<file path="config.mk">
export PLATFORM = sky130hd
export DESIGN_NAME = battery_power_supervisor
export DESIGN_NICKNAME = d
export VERILOG_FILES = /design/src/hw/rtl/bps_pkg.sv /design/src/hw/rtl/bps_cfg_regs.sv /design/src/hw/rtl/bps_core.sv /design/src/hw/rtl/battery_power_supervisor.sv
export SDC_FILE = /design/constraint.sdc
export NUM_CORES = 1
export LEC_CHECK = 0
export ABC_CLOCK_PERIOD_IN_PS = 10520
export BUFFER_PORTS_ARGS = -buffer_cell sky130_fd_sc_hd__buf_2
export CAP_MARGIN = 0
export CORE_ASPECT_RATIO = 2
export CORE_MARGIN = 10
export CORE_UTILIZATION = 40
export DETAILED_ROUTE_END_ITERATION = 6
export PLACE_DENSITY_LB_ADDON = 0.05
export SYNTH_ARGS = -nofsm -noshare
export SYNTH_HDL_FRONTEND = slang
export SYNTH_HIERARCHICAL = 1
export SYNTH_SLANG_ARGS = --single-unit
</file>
<file path="constraint.sdc">
create_clock -name clk_i -period 10.52 [get_ports clk_i]
set_clock_uncertainty 0.15 [all_clocks]
set_input_delay 1.052 -clock clk_i [delete_from_list [all_inputs] [get_ports clk_i]]
set_output_delay 1.052 -clock clk_i [all_outputs]
set_load 0.02 [all_outputs]
</file>
<file path="src/hw/rtl/bps_pkg.sv">
// Shared types, constants and helper functions for the battery power supervisor.
package bps_pkg;

  localparam int unsigned MvW    = 14;
  localparam int unsigned CountW = 16;
  localparam int unsigned PctW   = 7;
  localparam int unsigned CfgIdxW  = 3;
  localparam int unsigned CfgDataW = 16;

  localparam logic [MvW-1:0]    PercentLowMv  = 14'd6400;
  localparam logic [MvW-1:0]    PercentHighMv = 14'd8400;
  localparam logic [PctW-1:0]   PercentFull   = 7'd100;
  localparam logic [CountW-1:0] CountMax      = 16'hFFFF;

  // Configuration register indexes.
  localparam logic [CfgIdxW-1:0] CfgLowLevel      = 3'd0;
  localparam logic [CfgIdxW-1:0] CfgCriticalLevel = 3'd1;
  localparam logic [CfgIdxW-1:0] CfgCheckInterval = 3'd2;
  localparam logic [CfgIdxW-1:0] CfgBlinkPeriod   = 3'd3;
  localparam logic [CfgIdxW-1:0] CfgBlinkOn       = 3'd4;
  localparam logic [CfgIdxW-1:0] CfgLongPress     = 3'd5;

  typedef enum logic [1:0] {
    OpTick          = 2'd0,
    OpSetMode       = 2'd1,
    OpReqShutdown   = 2'd2,
    OpForceShutdown = 2'd3
  } op_e;

  typedef enum logic [2:0] {
    ModeNormal   = 3'd0,
    ModeStandby  = 3'd1,
    ModeTransmit = 3'd2,
    ModeReceive  = 3'd3,
    ModeShutdown = 3'd4
  } mode_e;

  typedef struct packed {
    logic [MvW-1:0]    low_level_mv;
    logic [MvW-1:0]    critical_level_mv;
    logic [CountW-1:0] check_interval_ticks;
    logic [CountW-1:0] blink_period_ticks;
    logic [CountW-1:0] blink_on_ticks;
    logic [CountW-1:0] long_press_ticks;
  } cfg_t;

  typedef struct packed {
    op_e            operation;
    logic           button_down;
    logic [MvW-1:0] battery_sample_mv;
    logic [2:0]     new_mode;
  } item_t;

  typedef struct packed {
    logic [2:0]      mode;
    logic            mode_changed;
    logic [2:0]      previous_mode;
    logic            shutdown_latched;
    logic            battery_low;
    logic            battery_critical;
    logic [MvW-1:0]  battery_level_mv;
    logic [PctW-1:0] battery_percent;
    logic            red_lamp;
    logic            green_lamp;
  } result_t;

  function automatic logic [CountW-1:0] sat_inc(input logic [CountW-1:0] v);
    sat_inc = (v == CountMax) ? v : v + 16'd1;
  endfunction

  // Percent over the 2000 mV span is (level - 6400) / 20. The quotient is taken
  // as a shift by two and then a multiply by 205/1024, which is exact for the
  // 9-bit values that remain.
  function automatic logic [PctW-1:0] percent_of(input logic [MvW-1:0] mv);
    logic [MvW-1:0] diff;
    logic [16:0]    prod;
    diff = mv - PercentLowMv;
    prod = {8'd0, diff[10:2]} * 17'd205;
    if (mv <= PercentLowMv) begin
      percent_of = '0;
    end else if (mv >= PercentHighMv) begin
      percent_of = PercentFull;
    end else begin
      percent_of = prod[16:10];
    end
  endfunction

endpackage

</file>
<file path="src/hw/rtl/bps_cfg_regs.sv">
// Configuration register file, written through a plain indexed write port.
module bps_cfg_regs (
  input  logic                          clk_i,
  input  logic                          rst_ni,
  input  logic                          cfg_we_i,
  input  logic [bps_pkg::CfgIdxW-1:0]   cfg_index_i,
  input  logic [bps_pkg::CfgDataW-1:0]  cfg_data_i,
  output bps_pkg::cfg_t                 cfg_o
);
  import bps_pkg::*;

  cfg_t cfg_q, cfg_d;

  always_comb begin
    cfg_d = cfg_q;
    if (cfg_we_i) begin
      case (cfg_index_i)
        CfgLowLevel:      cfg_d.low_level_mv         = cfg_data_i[MvW-1:0];
        CfgCriticalLevel: cfg_d.critical_level_mv    = cfg_data_i[MvW-1:0];
        CfgCheckInterval: cfg_d.check_interval_ticks = cfg_data_i;
        CfgBlinkPeriod:   cfg_d.blink_period_ticks   = cfg_data_i;
        CfgBlinkOn:       cfg_d.blink_on_ticks       = cfg_data_i;
        CfgLongPress:     cfg_d.long_press_ticks     = cfg_data_i;
        default:          cfg_d = cfg_q;
      endcase
    end
  end

  always_ff @(posedge clk_i or negedge rst_ni) begin
    if (!rst_ni) begin
      cfg_q.low_level_mv         <= 14'd6800;
      cfg_q.critical_level_mv    <= 14'd6400;
      cfg_q.check_interval_ticks <= 16'd1000;
      cfg_q.blink_period_ticks   <= 16'd5000;
      cfg_q.blink_on_ticks       <= 16'd100;
      cfg_q.long_press_ticks     <= 16'd2000;
    end else begin
      cfg_q <= cfg_d;
    end
  end

  assign cfg_o = cfg_q;

endmodule

</file>
<file path="src/hw/rtl/bps_core.sv">
// Supervisor state and the single-pass update that turns one item into one result.
module bps_core (
  input  logic             clk_i,
  input  logic             rst_ni,
  input  logic             fire_i,
  input  bps_pkg::item_t   item_i,
  input  bps_pkg::cfg_t    cfg_i,
  output bps_pkg::result_t result_o
);
  import bps_pkg::*;

  mode_e             mode_q, mode_d;
  logic              shut_q, shut_d;
  logic              low_q, low_d;
  logic [MvW-1:0]    level_q, level_d;
  logic [CountW-1:0] check_q, check_d;
  logic [CountW-1:0] blink_q, blink_d;
  logic [CountW-1:0] press_q, press_d;
  logic              was_down_q, was_down_d;
  logic              red_q, red_d;
  logic              green_q, green_d;
  logic              changed;
  logic [CountW-1:0] check_elapsed;
  logic [CountW-1:0] blink_elapsed;
  logic [CountW-1:0] press_next;

  assign check_elapsed = sat_inc(check_q);
  assign blink_elapsed = sat_inc(blink_q);
  assign press_next    = sat_inc(press_q);

  always_comb begin
    mode_d     = mode_q;
    shut_d     = shut_q;
    low_d      = low_q;
    level_d    = level_q;
    check_d    = check_q;
    blink_d    = blink_q;
    press_d    = press_q;
    was_down_d = was_down_q;
    red_d      = red_q;
    green_d    = green_q;
    changed    = 1'b0;

    case (item_i.operation)
      OpTick: begin
        // Battery capture once the interval has elapsed.
        if (check_elapsed >= cfg_i.check_interval_ticks) begin
          check_d = '0;
          level_d = item_i.battery_sample_mv;
          low_d   = item_i.battery_sample_mv < cfg_i.low_level_mv;
          if (low_d && !low_q) begin
            red_d = 1'b1;
          end
        end else begin
          check_d = check_elapsed;
        end

        // Short green flash once per period while in standby.
        if (mode_q == ModeStandby) begin
          if (blink_elapsed >= cfg_i.blink_period_ticks) begin
            green_d = 1'b1;
            blink_d = '0;
          end else begin
            if (blink_elapsed >= cfg_i.blink_on_ticks) begin
              green_d = 1'b0;
            end
            blink_d = blink_elapsed;
          end
        end

        // Long press detection; the first pressed tick only arms the count.
        if (item_i.button_down) begin
          if (!was_down_q) begin
            press_d = '0;
          end else begin
            press_d = press_next;
            if (press_next >= cfg_i.long_press_ticks) begin
              shut_d = 1'b1;
            end
          end
        end else begin
          press_d = '0;
        end
        was_down_d = item_i.button_down;

        if (level_d < cfg_i.critical_level_mv) begin
          shut_d = 1'b1;
        end
      end
      OpSetMode: begin
        if (item_i.new_mode <= ModeShutdown && item_i.new_mode != mode_q) begin
          changed = 1'b1;
          mode_d  = mode_e'(item_i.new_mode);
          case (mode_d)
            ModeStandby:  blink_d = '0;
            ModeTransmit: red_d   = 1'b1;
            ModeReceive:  green_d = 1'b1;
            ModeShutdown: shut_d  = 1'b1;
            default:      changed = 1'b1;
          endcase
        end
      end
      OpReqShutdown: begin
        shut_d = 1'b1;
      end
      OpForceShutdown: begin
        shut_d = 1'b1;
        mode_d = ModeShutdown;
      end
      default: begin
        shut_d = shut_q;
      end
    endcase
  end

  always_comb begin
    result_o.mode             = mode_d;
    result_o.mode_changed     = changed;
    result_o.previous_mode    = mode_q;
    result_o.shutdown_latched = shut_d;
    result_o.battery_low      = low_d;
    result_o.battery_critical = level_d < cfg_i.critical_level_mv;
    result_o.battery_level_mv = level_d;
    result_o.battery_percent  = percent_of(level_d);
    result_o.red_lamp         = red_d;
    result_o.green_lamp       = green_d;
  end

  always_ff @(posedge clk_i or negedge rst_ni) begin
    if (!rst_ni) begin
      mode_q     <= ModeNormal;
      shut_q     <= 1'b0;
      low_q      <= 1'b0;
      level_q    <= PercentHighMv;
      check_q    <= '0;
      blink_q    <= '0;
      press_q    <= '0;
      was_down_q <= 1'b0;
      red_q      <= 1'b0;
      green_q    <= 1'b0;
    end else if (fire_i) begin
      mode_q     <= mode_d;
      shut_q     <= shut_d;
      low_q      <= low_d;
      level_q    <= level_d;
      check_q    <= check_d;
      blink_q    <= blink_d;
      press_q    <= press_d;
      was_down_q <= was_down_d;
      red_q      <= red_d;
      green_q    <= green_d;
    end
  end

endmodule

</file>
<file path="src/hw/rtl/battery_power_supervisor.sv">
// Top level of the battery power supervisor: input register, core and result register.
//
// The input channel carries one transaction per item: a 1 ms tick (with the
// button level and a battery converter reading) or a software event (set mode,
// request shutdown, force shutdown). Every item yields exactly one result
// transaction on the output channel, in order. Both channels use valid and
// stall; a transaction completes at a rising edge with valid high and stall low.
//
// An accepted item waits in the input register while the core works out the
// new state and the result in one combinational pass; the edge on which it
// fires commits the state and loads the result register, which then offers
// the result. One item per cycle is sustained while the receiver does not
// stall. When it stalls, the result register holds its transaction and the
// input stall rises only once the input register is also full; a held result
// never stops an item entering an empty input register. Reset (rst_ni low,
// asynchronous) empties both registers, returns the state to normal mode with
// a full 8400 mV battery level and loads the default configuration.
// Configuration writes take effect at the next edge; the user must make them
// only while no transaction is in flight, and the block does not enforce this.
module battery_power_supervisor (
  input  logic                          clk_i,
  input  logic                          rst_ni,
  input  logic                          cfg_we_i,
  input  logic [bps_pkg::CfgIdxW-1:0]   cfg_index_i,
  input  logic [bps_pkg::CfgDataW-1:0]  cfg_data_i,
  input  logic                          in_valid_i,
  output logic                          in_stall_o,
  input  logic [1:0]                    operation_i,
  input  logic                          button_down_i,
  input  logic [bps_pkg::MvW-1:0]       battery_sample_mv_i,
  input  logic [2:0]                    new_mode_i,
  output logic                          out_valid_o,
  input  logic                          out_stall_i,
  output logic [2:0]                    mode_o,
  output logic                          mode_changed_o,
  output logic [2:0]                    previous_mode_o,
  output logic                          shutdown_latched_o,
  output logic                          battery_low_o,
  output logic                          battery_critical_o,
  output logic [bps_pkg::MvW-1:0]       battery_level_mv_o,
  output logic [bps_pkg::PctW-1:0]      battery_percent_o,
  output logic                          red_lamp_o,
  output logic                          green_lamp_o
);
  import bps_pkg::*;

  cfg_t    cfg;
  item_t   item_q;
  result_t res_d, res_q;
  logic    in_valid_q, in_valid_d;
  logic    out_valid_q, out_valid_d;
  logic    advance;
  logic    fire;
  logic    in_accept;

  bps_cfg_regs u_cfg (
    .clk_i       (clk_i),
    .rst_ni      (rst_ni),
    .cfg_we_i    (cfg_we_i),
    .cfg_index_i (cfg_index_i),
    .cfg_data_i  (cfg_data_i),
    .cfg_o       (cfg)
  );

  // The result register can take a new value when empty or being drained.
  assign advance    = !out_valid_q || !out_stall_i;
  assign fire       = in_valid_q && advance;
  assign in_stall_o = in_valid_q && !advance;
  assign in_accept  = in_valid_i && !in_stall_o;

  always_comb begin
    in_valid_d = in_valid_q;
    if (in_accept) begin
      in_valid_d = 1'b1;
    end else if (fire) begin
      in_valid_d = 1'b0;
    end
    out_valid_d = advance ? fire : out_valid_q;
  end

  always_ff @(posedge clk_i or negedge rst_ni) begin
    if (!rst_ni) begin
      in_valid_q  <= 1'b0;
      out_valid_q <= 1'b0;
    end else begin
      in_valid_q  <= in_valid_d;
      out_valid_q <= out_valid_d;
    end
  end

  always_ff @(posedge clk_i) begin
    if (in_accept) begin
      item_q.operation         <= op_e'(operation_i);
      item_q.button_down       <= button_down_i;
      item_q.battery_sample_mv <= battery_sample_mv_i;
      item_q.new_mode          <= new_mode_i;
    end
    if (fire) begin
      res_q <= res_d;
    end
  end

  bps_core u_core (
    .clk_i    (clk_i),
    .rst_ni   (rst_ni),
    .fire_i   (fire),
    .item_i   (item_q),
    .cfg_i    (cfg),
    .result_o (res_d)
  );

  assign out_valid_o        = out_valid_q;
  assign mode_o             = res_q.mode;
  assign mode_changed_o     = res_q.mode_changed;
  assign previous_mode_o    = res_q.previous_mode;
  assign shutdown_latched_o = res_q.shutdown_latched;
  assign battery_low_o      = res_q.battery_low;
  assign battery_critical_o = res_q.battery_critical;
  assign battery_level_mv_o = res_q.battery_level_mv;
  assign battery_percent_o  = res_q.battery_percent;
  assign red_lamp_o         = res_q.red_lamp;
  assign green_lamp_o       = res_q.green_lamp;

endmodule

</file>
==> metrics.md, run 1 <==
| Metric | Value |
|---|---|
| GRT Util Overall | `18.4%` |
| Worst EP arrival | `8.93 ns` |
| Final Hold Viols | `0` |
| Vias in the first global route | `10430` |
| Most frequent cells in the layout | `148 x ha_1, 143 x inv_1, 132 x dfrtp_1, 126 x nand2_1, 108 x mux2_2` |
| Initial antenna violation count | `0` |
| Fin. max-slew vios | `0` |
| Via count | `9775` |
| Main synth FF type | `dfrtp_1` |
| Mapped Cells | `1299` |
| Routability congestion estimate | `0.919` |
| TritonCTS clock tree | `yes` |
| Buffers and inverters on the worst path | `0` |
| Delay-heaviest family, CP | `simple AND/OR/NAND/NOR gates` |
| Worst EP required | `10.65 ns` |
| Setup_tns | `0 ns` |
| Min-Delay Path Depth | `1` |
| Die Area | `42300 sq um` |
| GRT overflow | `0` |
| M1 wire length | `13800 um` |
| TritonRoute pass-1 iters | `4` |
| R2R setup slack | `1.72 ns` |
| Peak supply drop | `0.339 mV` |
| Setup violations, final | `0` |
| Post-cts hold buffer count | `0` |
| PortBufs | `78` |
| Slew HR | `21.9%` |
| Placeable Area | `33600 sq um` |
| Nets | `1572` |
| CTS Buffer Depth | `3` |
| F_max | `0.114 GHz` |
| Reported max-cap violation count | `0` |
| Post-Syn Area per Cell | `10.5 sq um` |
| Worst slew pin tran | `1.17 ns` |
| Yosys warns | `6` |
| Setup bufs post-CTS | `0` |
| EDFF count, synth | `53` |
| Cell variety after synth | `78` |
| Initial DRC count | `373` |
| Asr flop ratio synth | `75.6%` |
| # clock sinks | `217` |
| Met2 routed WL | `21800 um` |
| R2R cell count | `27` |
| Area of the multi-input gates | `7140 sq um` |
| CTS root buf | `clkbuf_16` |
| Ant diodes | `0` |
| DRT antenna net count | `0` |
| Global-route wire length before repair | `59600 um` |
| Post-placement cell count | `1777` |
| DRC | `0` |
| Post-CTS Resized | `0` |
| RSZ-0062 raised after global routing | `false` |
| FF+latch count, synth | `217` |
| Fin crit period | `8.80 ns` |
| Worst setup EP type | `flip-flop` |
| Dpl ws | `1.69 ns` |
| Chip Width | `151 um` |
| Min-Delay Path Class | `reg -> reg` |
| Synthesized area | `13600 sq um` |
| Met3 WL | `1070 um` |
| Largest net degree at the start of global routing | `92` |
| Avg WL per Cell | `21.0 um` |
| Status | `finished, final reports clean` |
| Total CTS buffers | `24` |
| Max layer used | `met4` |
| CP Max Fanout | `17` |
| Slowest CP cell | `or4b_2` |
| Fraction of layout cells with a size suffix above 1 | `20.7%` |
| HPWL after DPL | `29100 um` |
| Leakage | `7.09 nW` |
| Final core utilization | `45.3%` |
| Crit path depth | `27` |
| Storage cell area | `5740 sq um` |
| Final wirelength | `38300 um` |
| Initial Util | `40.5%` |
| Post-route setup slack | `1.72 ns` |
| Fillcell total | `3244` |
| Vias per inst | `5.37` |
| Maximum level of the CTS H-tree | `1` |
| Power density cells | `273 nW/um^2` |
| Rows | `95` |
| Worst setup SP type | `flip-flop` |
| Post-synthesis net count | `1504` |
| Non-filler cells, final | `1821` |
| Commonest non-fill, non-tap cell in the layout | `ha_1` |
| Clk Latency, worst-skew pair | `0.54 ns` |
| Slowest cell delay on critical path | `0.66 ns` |
| Seq/Total Area, Yosys | `42.1%` |
| Clock transition at path regs | `0.06 ns` |
| Most frequent CP cell | `ha_1` |
| Critical path type | `reg -> reg` |
| IO Count | `79` |
| Syn-to-layout area delta | `11.8%` |
| Die height | `281 um` |
| Final period util | `83.6%` |
power by group:
part,internal [mW],leakage (nW),switching (mW),total [mW]
registers,1.07,2.49,0.120,1.19
clock network,0.541,0.402,0.354,0.895
logic,0.895,4.20,1.17,2.07
total,2.51,7.09,1.64,4.15
Yosys cell counts (5+ instances only):
library cell	number	area, sq um
nor2_1	58	218
clkbuf_1	22	82.6
dfstp_2	32	841
and3_1	11	68.8
dfrtp_1	132	3300
edfxtp_1	53	1590
and4_1	6	52.6
xnor2_1	34	298
ha_1	148	1850
nand2b_1	10	62.6
nand2_1	126	473
xor2_1	15	131
mux2i_1	7	70.1
nand4_1	15	93.8
a21o_1	34	255
buf_4	9	67.6
a32o_1	7	70.1
mux2_2	108	1220
buf_2	9	45.0
nor3_1	17	85.1
a22o_1	17	149
a31oi_1	20	125
o21a_1	8	60.1
nor4_1	6	37.5
nand3_1	37	185
a21oi_1	55	275
nor2b_1	7	43.8
and2_1	8	50.1
a21boi_0	5	37.5
o21ai_0	50	250
fa_1	13	260
inv_1	143	537
stage by stage:
step | instance area [sq um] | power (mW) | hold slack, ns
finish | 15200 | 4.15 | 0.314
floorplan | 13600 | 2.68 | 0.277
CTS | 15200 | 4.22 | 0.319
global route | 15200 | 4.51 | 0.349
detailed placement | 14400 | 3.28 | 0.302
global placement | 14400 | 3.23 | 0.294
state kept, by name, indices dropped and copies added, names as in the netlist, 7 cells and up:
signal and cells:
u_core/level_q 14, battery_percent_o 7, u_core/blink_q 16, u_core/press_q 16, u_cfg/cfg_o 92, u_core/check_q 16
item_q 20, battery_level_mv_o 14
worst paths after layout:
kind	from	to
worst max-delay path	u_core/check_q[0]$_DFFE_PN0P_	battery_percent_o[6]$_DFFE_PP_
worst min-delay path	u_core/red_q$_DFFE_PN0P_	u_core/red_q$_DFFE_PN0P_
worst max register to register	u_core/check_q[0]$_DFFE_PN0P_	battery_percent_o[6]$_DFFE_PP_
worst min register to register	u_core/red_q$_DFFE_PN0P_	u_core/red_q$_DFFE_PN0P_
max in group asynchronous	rst_ni	u_core/mode_q[1]$_DFFE_PN0P_
min in group asynchronous	rst_ni	u_core/press_q[1]$_DFFE_PN0P_
layout make-up:
type / count / share of cell area (%)
clock inverters: 9 / 0.952
repair buffers: 87 / 3.05
well taps: 436 / 3.58
multi-input cells: 894 / 46.8
clock buffers: 35 / 4.42
flip-flops and latches: 217 / 37.6
inverters: 143 / 3.52
layer usage:
layer / track usage (%) / vias to the layer above
met5: 0 / -
met3: 2.06 / 80
met4: 8.23 / 0
met1: 18.4 / 4791
li1: - / 4737
met2: 36.2 / 167
cell families after synthesis:
kind of cell / after synthesis / synth area share [%]
buf+inv: 188 / 5.81
compound gates: 237 / 11.7
flops: 217 / 42.1
xor+xnor: 49 / 3.15
fa+ha+maj: 161 / 15.5
mux: 116 / 9.54
simple gates: 331 / 12.3
Note: power is estimated with default switching activity, not from simulation.
==> run 2, diff against run 1 <==
--- a/config.mk
+++ b/config.mk
@@ -5,7 +5,7 @@
 export SDC_FILE = /design/constraint.sdc
 export NUM_CORES = 1
 export LEC_CHECK = 0
-export ABC_CLOCK_PERIOD_IN_PS = 10520
+export ABC_CLOCK_PERIOD_IN_PS = 7600
 export BUFFER_PORTS_ARGS = -buffer_cell sky130_fd_sc_hd__buf_2
 export CAP_MARGIN = 0
 export CORE_ASPECT_RATIO = 2
==> constraint.sdc (replaced) <==
create_clock -name clk_i -period 7.6 [get_ports clk_i]
set_clock_uncertainty 0.15 [all_clocks]
set_input_delay 0.76 -clock clk_i [delete_from_list [all_inputs] [get_ports clk_i]]
set_output_delay 0.76 -clock clk_i [all_outputs]
set_load 0.02 [all_outputs]
==> run 2 against run 1 <==
Die area is the same. Cell count grew 3.5%. Sequential share of layout area shrank 1.6 points. Flip-flop and latch count is the same. Setup slack lost 1.7 ns. Clock power grew 31%.
==> metrics.md, run 2 (synthesized netlist as in run 1, its figures left out) <==
| Metric | Value |
|---|---|
| Leakage | `7.42 nW (was 7.09 nW)` |
| Via count | `10052 (was 9775)` |
| Combinational share of power | `53.7% (was 49.7%)` |
| Total CTS buffers | `23 (was 24)` |
| Max layer used | `met5 (was met4)` |
| Post-route setup slack | `0.0546 ns (was 1.72 ns)` |
| Area of the multi-input gates | `7380 sq um (was 7140 sq um)` |
| Vias in the first global route | `10488 (was 10430)` |
| Chip Width | `151 um (unchanged)` |
| Slew HR | `23.3% (was 21.9%)` |
| Final wirelength | `38500 um (was 38300 um)` |
| Setup violations, final | `0 (unchanged)` |
| Avg WL per Cell | `20.4 um (was 21.0 um)` |
| Clk Latency, worst-skew pair | `0.54 ns (about the same)` |
| TritonCTS clock tree | `yes (unchanged)` |
| DRC | `0 (unchanged)` |
| Hold slack | `0.0256 ns (was 0.314 ns)` |
| Sequential power share | `27.1% (was 28.7%)` |
| RSZ-0062 raised after global routing | `true (was false)` |
| Final Hold Viols | `0 (unchanged)` |
| Switching Share | `39.7% (was 39.6%)` |
| Storage cell area | `5740 sq um (unchanged)` |
| Met3 WL | `1250 um (was 1070 um)` |
| Syn-to-layout area delta | `16.8% (was 11.8%)` |
| Max reg flops | `92 (unchanged)` |
| Slowest CP cell | `or4_4 (was or4b_2)` |
| Fraction of layout cells with a size suffix above 1 | `26.9% (was 20.7%)` |
| Initial antenna violation count | `2 (was 0)` |
| CTS Buffer Depth | `3 (unchanged)` |
| Fin crit period | `7.55 ns (was 8.80 ns)` |
| Worst setup EP type | `flip-flop (unchanged)` |
| Slowest cell delay on critical path | `0.58 ns (was 0.66 ns)` |
| Die height | `281 um (unchanged)` |
| Ant diodes | `0 (unchanged)` |
| Fillcell total | `3205 (was 3244)` |
| Clock transition at path regs | `0.07 ns (was 0.06 ns)` |
| Switching power total | `2.42 mW (was 1.64 mW)` |
| DRT antenna net count | `0 (unchanged)` |
| TritonRoute pass-1 iters | `5 (was 4)` |
| GRT Util Overall | `18.2% (was 18.4%)` |
| Largest net degree at the start of global routing | `66 (was 92)` |
| HPWL after DPL | `29400 um (was 29100 um)` |
| Rows | `95 (unchanged)` |
| Dpl ws | `-0.203 ns (was 1.69 ns)` |
| P_int | `3.67 mW (was 2.51 mW)` |
| Peak supply drop | `0.585 mV (was 0.339 mV)` |
| Post-DP Area | `14900 sq um (was 14400 sq um)` |
| Status | `finished, final reports clean (unchanged)` |
| CTS root buf | `clkbuf_16 (unchanged)` |
| M1 wire length | `14100 um (was 13800 um)` |
| Non-Filler Cell Area, Final | `15900 sq um (was 15200 sq um)` |
| Power density cells | `382 nW/um^2 (was 273 nW/um^2)` |
| CP Max Fanout | `4 (was 17)` |
| Worst EP arrival | `7.68 ns (was 8.93 ns)` |
| PortBufs | `78 (unchanged)` |
| Min-Delay Path Class | `in -> async (was reg -> reg)` |
| Worst slew pin tran | `1.15 ns (was 1.17 ns)` |
| Critical path type | `reg -> reg (unchanged)` |
| Initial DRC count | `408 (was 373)` |
| # clock sinks | `217 (unchanged)` |
| Clk pwr share | `19.2% (was 21.5%)` |
| Routability congestion estimate | `0.855 (was 0.919)` |
| Worst setup SP type | `flip-flop (unchanged)` |
| Final period util | `99.3% (was 83.6%)` |
| Met2 routed WL | `21600 um (was 21800 um)` |
| GRT overflow | `0 (unchanged)` |
| Initial Util | `40.5% (unchanged)` |
| Vias per inst | `5.34 (was 5.37)` |
| Most frequent CP cell | `ha_4 (was ha_1)` |
| Die Area | `42300 sq um (unchanged)` |
| Commonest non-fill, non-tap cell in the layout | `inv_1 (was ha_1)` |
| IO Count | `79 (unchanged)` |
| Worst EP required | `7.74 ns (was 10.65 ns)` |
| Nets | `1636 (was 1572)` |
| Maximum level of the CTS H-tree | `1 (unchanged)` |
| Placeable Area | `33600 sq um (unchanged)` |
| Most frequent cells in the layout | `141 x inv_1, 140 x ha_1, 132 x dfrtp_1, 125 x nand2_1, 108 x mux2_2 (was 148 x ha_1, 143 x inv_1, 132 x dfrtp_1, 126 x nand2_1, 108 x mux2_2)` |
| Reported max-cap violation count | `0 (unchanged)` |
| F_max | `0.133 GHz (was 0.114 GHz)` |
| Fin. max-slew vios | `0 (unchanged)` |
| Global-route wire length before repair | `59400 um (was 59600 um)` |
| Setup_tns | `0 ns (unchanged)` |
[run 2: metrics by stage]
stage                     power [mW]  util, %  cells
after floorplan                 3.72        -   1299
after global placement          4.60     44.3   1828
after detailed placement        4.66     44.3   1828
after CTS                       5.89     46.7   1871
after global routing            6.60     47.4   1884
final                           6.09     47.4   1884
[run 2: power groups by stage]
stage               clock network, mW  registers [mW]  logic, mW
finish                           1.17            1.65       3.27
global route                     1.25            1.68       3.67
CTS                              1.21            1.65       3.03
detailed placement                  0            1.68       2.98
global placement                    0            1.67       2.93
floorplan                           0            1.68       2.04
[run 2: timing repair]
| action | CTS | global route |
|---|---|---|
| pin swaps | 4 | 21 |
| gates cloned | 0 | 1 |
| gates resized for setup | 6 | 24 |
| hold buffers | 0 | 0 |
| endpoints found under the setup margin | 5 | 5 |
| setup buffers | 1 | 12 |
[run 2: critical path: cells and delay by family (launching register included)]
family,cells,cell delay (ns)
adders and majority gates,6,2.09
xor gates and xnor gates,3,0.48
and+or+nand+nor,7,1.87
DFF,1,0.38
buffers and inverters,3,0.39
muxes,1,0.25
AOI/OAI and AO/OA,9,1.67
[run 2: final cells by class]
| cell class | count | share of cell area [%] |
|---|---|---|
| tap | 436 | 3.42 |
| clock buffer | 27 | 3.77 |
| sequential | 217 | 36.0 |
| inverter | 143 | 3.38 |
| clock inverter | 15 | 0.997 |
| multi-input combinational | 894 | 46.3 |
| timing repair buffer | 152 | 6.09 |
[run 2: worst paths after layout]
| check | start | end | slack [ns] | cells after the start |
|---|---|---|---|---|
| worst min register to register | u_core/red_q$_DFFE_PN0P_ | u_core/red_q$_DFFE_PN0P_ | 0.32 | 1 |
| worst max-delay path | u_core/check_q[7]$_DFFE_PN0P_ | battery_percent_o[5]$_DFFE_PP_ | 0.05 | 29 |
| min in group clk_i | battery_sample_mv_i[0] | item_q[3]$_DFFE_PP_ | 0.24 | 1 |
| max in group asynchronous | rst_ni | u_core/blink_q[15]$_DFFE_PN0P_ | 5.89 | 2 |
| worst max register to register | u_core/check_q[7]$_DFFE_PN0P_ | battery_percent_o[5]$_DFFE_PP_ | 0.05 | 29 |
| worst min-delay path | rst_ni | u_core/press_q[2]$_DFFE_PN0P_ | 0.03 | 1 |
[run 2: metal layers]
metal  vias up  track usage [%]
li1       4857                -
met1      4943             18.9
met2       176             35.3
met3        72             2.11
met4         4             7.51
met5         -                0
==> run 3, diff against run 2 <==
--- a/config.mk
+++ b/config.mk
@@ -5,14 +5,15 @@
 export SDC_FILE = /design/constraint.sdc
 export NUM_CORES = 1
 export LEC_CHECK = 0
-export ABC_CLOCK_PERIOD_IN_PS = 7600
+export ABC_CLOCK_PERIOD_IN_PS = 6700
 export BUFFER_PORTS_ARGS = -buffer_cell sky130_fd_sc_hd__buf_2
 export CAP_MARGIN = 0
 export CORE_ASPECT_RATIO = 2
 export CORE_MARGIN = 10
-export CORE_UTILIZATION = 40
+export CORE_UTILIZATION = 56
 export DETAILED_ROUTE_END_ITERATION = 6
 export PLACE_DENSITY_LB_ADDON = 0.05
+export REMOVE_ABC_BUFFERS = 1
 export SYNTH_ARGS = -nofsm -noshare
 export SYNTH_HDL_FRONTEND = slang
 export SYNTH_HIERARCHICAL = 1
==> constraint.sdc (replaced) <==
create_clock -name clk_i -period 6.7 [get_ports clk_i]
set_clock_uncertainty 0.15 [all_clocks]
set_input_delay 0.67 -clock clk_i [delete_from_list [all_inputs] [get_ports clk_i]]
set_output_delay 0.67 -clock clk_i [all_outputs]
set_load 0.02 [all_outputs]
==> run 3 against run 2 <==
Largest power group unchanged. Hold slack improved by 0.12 ns. First-iteration DRC count up 43%. Global-route usage up 4.7 points. Largest cell class unchanged. The flow now finishes with violations (negative setup slack).
==> metrics.md, run 3 (synthesized netlist as in run 1, its figures left out) <==
| Metric | Value |
|---|---|
| PortBufs | `78 (unchanged)` |
| Clk pwr share | `16.6% (was 19.2%)` |
| Critical path type | `reg -> reg (unchanged)` |
| Total CTS buffers | `20 (was 23)` |
| Worst slew pin tran | `1.19 ns (was 1.15 ns)` |
| Final period util | `111% (was 99.3%)` |
| Slowest cell delay on critical path | `0.56 ns (was 0.58 ns)` |
| Fin. max-slew vios | `0 (unchanged)` |
| Die height | `241 um (was 281 um)` |
| Global-route wire length before repair | `55900 um (was 59400 um)` |
| Worst EP required | `6.81 ns (was 7.74 ns)` |
| Nets | `1687 (was 1636)` |
| Clk Latency, worst-skew pair | `0.51 ns (was 0.54 ns)` |
| Worst setup SP type | `flip-flop (unchanged)` |
| F_max | `0.135 GHz (was 0.133 GHz)` |
| HPWL after DPL | `27000 um (was 29400 um)` |
| Vias in the first global route | `10714 (was 10488)` |
| CP Capture Point | `battery_percent_o[5]$_DFFE_PP_ (unchanged)` |
| Worst setup EP type | `flip-flop (unchanged)` |
| P_int | `4.57 mW (was 3.67 mW)` |
| DRC | `0 (unchanged)` |
| Rows | `80 (was 95)` |
| Routability congestion estimate | `0.931 (was 0.855)` |
| Slew HR | `20.4% (was 23.3%)` |
| R2r endpoint | `battery_percent_o[5]$_DFFE_PP_ (unchanged)` |
| Sequential power share | `25.3% (was 27.1%)` |
| Final core utilization | `67.8% (was 47.4%)` |
| CTS Buffer Depth | `3 (unchanged)` |
| CP Max Fanout | `6 (was 4)` |
| Slowest CP cell | `fa_1 (was or4_4)` |
| Setup_tns | `-3.24 ns (was 0 ns)` |
| Switching power total | `2.84 mW (was 2.42 mW)` |
| Fraction of layout cells with a size suffix above 1 | `30.3% (was 26.9%)` |
| Min-Delay Path Class | `in -> async (unchanged)` |
| IO Count | `79 (unchanged)` |
| Dpl ws | `-1.29 ns (was -0.203 ns)` |
| Leakage | `7.66 nW (was 7.42 nW)` |
| Initial Util | `57.0% (was 40.5%)` |
| Die Area | `31400 sq um (was 42300 sq um)` |
| Worst EP arrival | `7.53 ns (was 7.68 ns)` |
| R2R Path Start | `u_core/check_q[9]$_DFFE_PN0P_ (was u_core/check_q[7]$_DFFE_PN0P_)` |
| Buffers and inverters on the worst path | `3 (unchanged)` |
| Syn-to-layout area delta | `18.9% (was 16.8%)` |
| Power density cells | `457 nW/um^2 (was 382 nW/um^2)` |
| Clock transition at path regs | `0.07 ns (about the same)` |
| Post-route setup slack | `-0.718 ns (was 0.0546 ns)` |
| DRT antenna net count | `0 (unchanged)` |
| Setup violations, final | `6 (was 0)` |
| Failing checks | `negative setup slack` |
| CTS root buf | `clkbuf_16 (unchanged)` |
| Placeable Area | `23900 sq um (was 33600 sq um)` |
| RSZ-0062 raised after global routing | `true (unchanged)` |
| Combinational share of power | `58.0% (was 53.7%)` |
| GRT overflow | `0 (unchanged)` |
| Vias per inst | `5.83 (was 5.34)` |
| CP Launch Point | `u_core/check_q[9]$_DFFE_PN0P_ (was u_core/check_q[7]$_DFFE_PN0P_)` |
| TritonCTS clock tree | `yes (unchanged)` |
| Final Hold Viols | `0 (unchanged)` |
| Reported max-cap violation count | `0 (unchanged)` |
| Initial antenna violation count | `0 (was 2)` |
| Switching Share | `38.3% (was 39.7%)` |
| Delay-heaviest family, CP | `adder cells (unchanged)` |
| Status | `finished, violations left (was finished, final reports clean)` |
| TritonRoute pass-1 iters | `5 (unchanged)` |
| Via count | `10388 (was 10052)` |
| R2R cell count | `29 (unchanged)` |
| Initial DRC count | `585 (was 408)` |
| Maximum level of the CTS H-tree | `1 (unchanged)` |
| # clock sinks | `217 (unchanged)` |
| Max reg flops | `92 (unchanged)` |
| Final wirelength | `36000 um (was 38500 um)` |
| Most frequent cells in the layout | `140 x inv_1, 136 x ha_1, 132 x dfrtp_1, 122 x nand2_1, 120 x buf_4 (was 141 x inv_1, 140 x ha_1, 132 x dfrtp_1, 125 x nand2_1, 108 x mux2_2)` |
| Ant diodes | `0 (unchanged)` |
| Largest net degree at the start of global routing | `112 (was 66)` |
| Fin crit period | `7.42 ns (was 7.55 ns)` |
| GRT Util Overall | `22.8% (was 18.2%)` |
| Peak supply drop | `0.327 mV (was 0.585 mV)` |
| Commonest non-fill, non-tap cell in the layout | `inv_1 (unchanged)` |
| R2R setup slack | `-0.72 ns (was 0.05 ns)` |
| Crit path depth | `29 (unchanged)` |
| Chip Width | `130 um (was 151 um)` |
| Avg WL per Cell | `20.2 um (was 20.4 um)` |
| Post-cts hold buffer count | `0 (unchanged)` |
run 3: how the worst min path moves through the flow:
stage / endpoint / slack, ns / cells past startpoint
after global routing: item_q[19]$_DFFE_PP_ / 0.16 / 1
after global placement: u_core/red_q$_DFFE_PN0P_ / 0.29 / 1
final: u_cfg/cfg_o[2]$_DFFE_PN0P_ / 0.15 / 1
after CTS: item_q[1]$_DFFE_PP_ / 0.16 / 1
after detailed placement: u_core/red_q$_DFFE_PN0P_ / 0.30 / 1
after floorplan: in_valid_q$_DFFE_PN0P_ / 0.22 / 0
run 3: through the flow:
stage | power, mW | hold WS (ns) | instance area, sq um | std cells
2_1_floorplan | 4.20 | 0.224 | 13400 | 1254
3_3_place_gp | 5.37 | 0.294 | 15000 | 1724
3_5_place_dp | 5.50 | 0.296 | 15000 | 1724
4_1_cts | 7.34 | 0.158 | 16100 | 1781
5_1_grt | 8.02 | 0.158 | 16200 | 1783
6_report | 7.41 | 0.149 | 16200 | 1783
run 3: repair_timing:
action	CTS	global route
setup buffers	21	2
setup endpoints to repair	7	7
pin swaps	24	15
gates resized for setup	53	19
run 3: final cells by class:
type	count	area (sq um)
clock buffers	24	557
clock inverters	12	149
fillers	1883	7710
inverters	143	537
multi-input cells	894	7490
flip-flops and latches	217	5740
well taps	287	359
repair buffers	206	1390
run 3: routing by layer:
layer / wire length [um] / vias up / GRT usage (%)
met4: 1700 / 0 / 11.4
li1: - / 4958 / -
met1: 12900 / 5133 / 22.7
met2: 20200 / 213 / 44.8
met5: 0 / - / 0
met3: 1130 / 84 / 2.20
run 3: power by group through the flow:
| stage | combinational [mW] | sequential, mW | clock (mW) |
|---|---|---|---|
| floorplan | 2.29 | 1.90 | 0 |
| global placement | 3.49 | 1.88 | 0 |
| detailed placement | 3.61 | 1.89 | 0 |
| CTS | 4.21 | 1.87 | 1.27 |
| global route | 4.79 | 1.91 | 1.31 |
| finish | 4.30 | 1.88 | 1.23 |
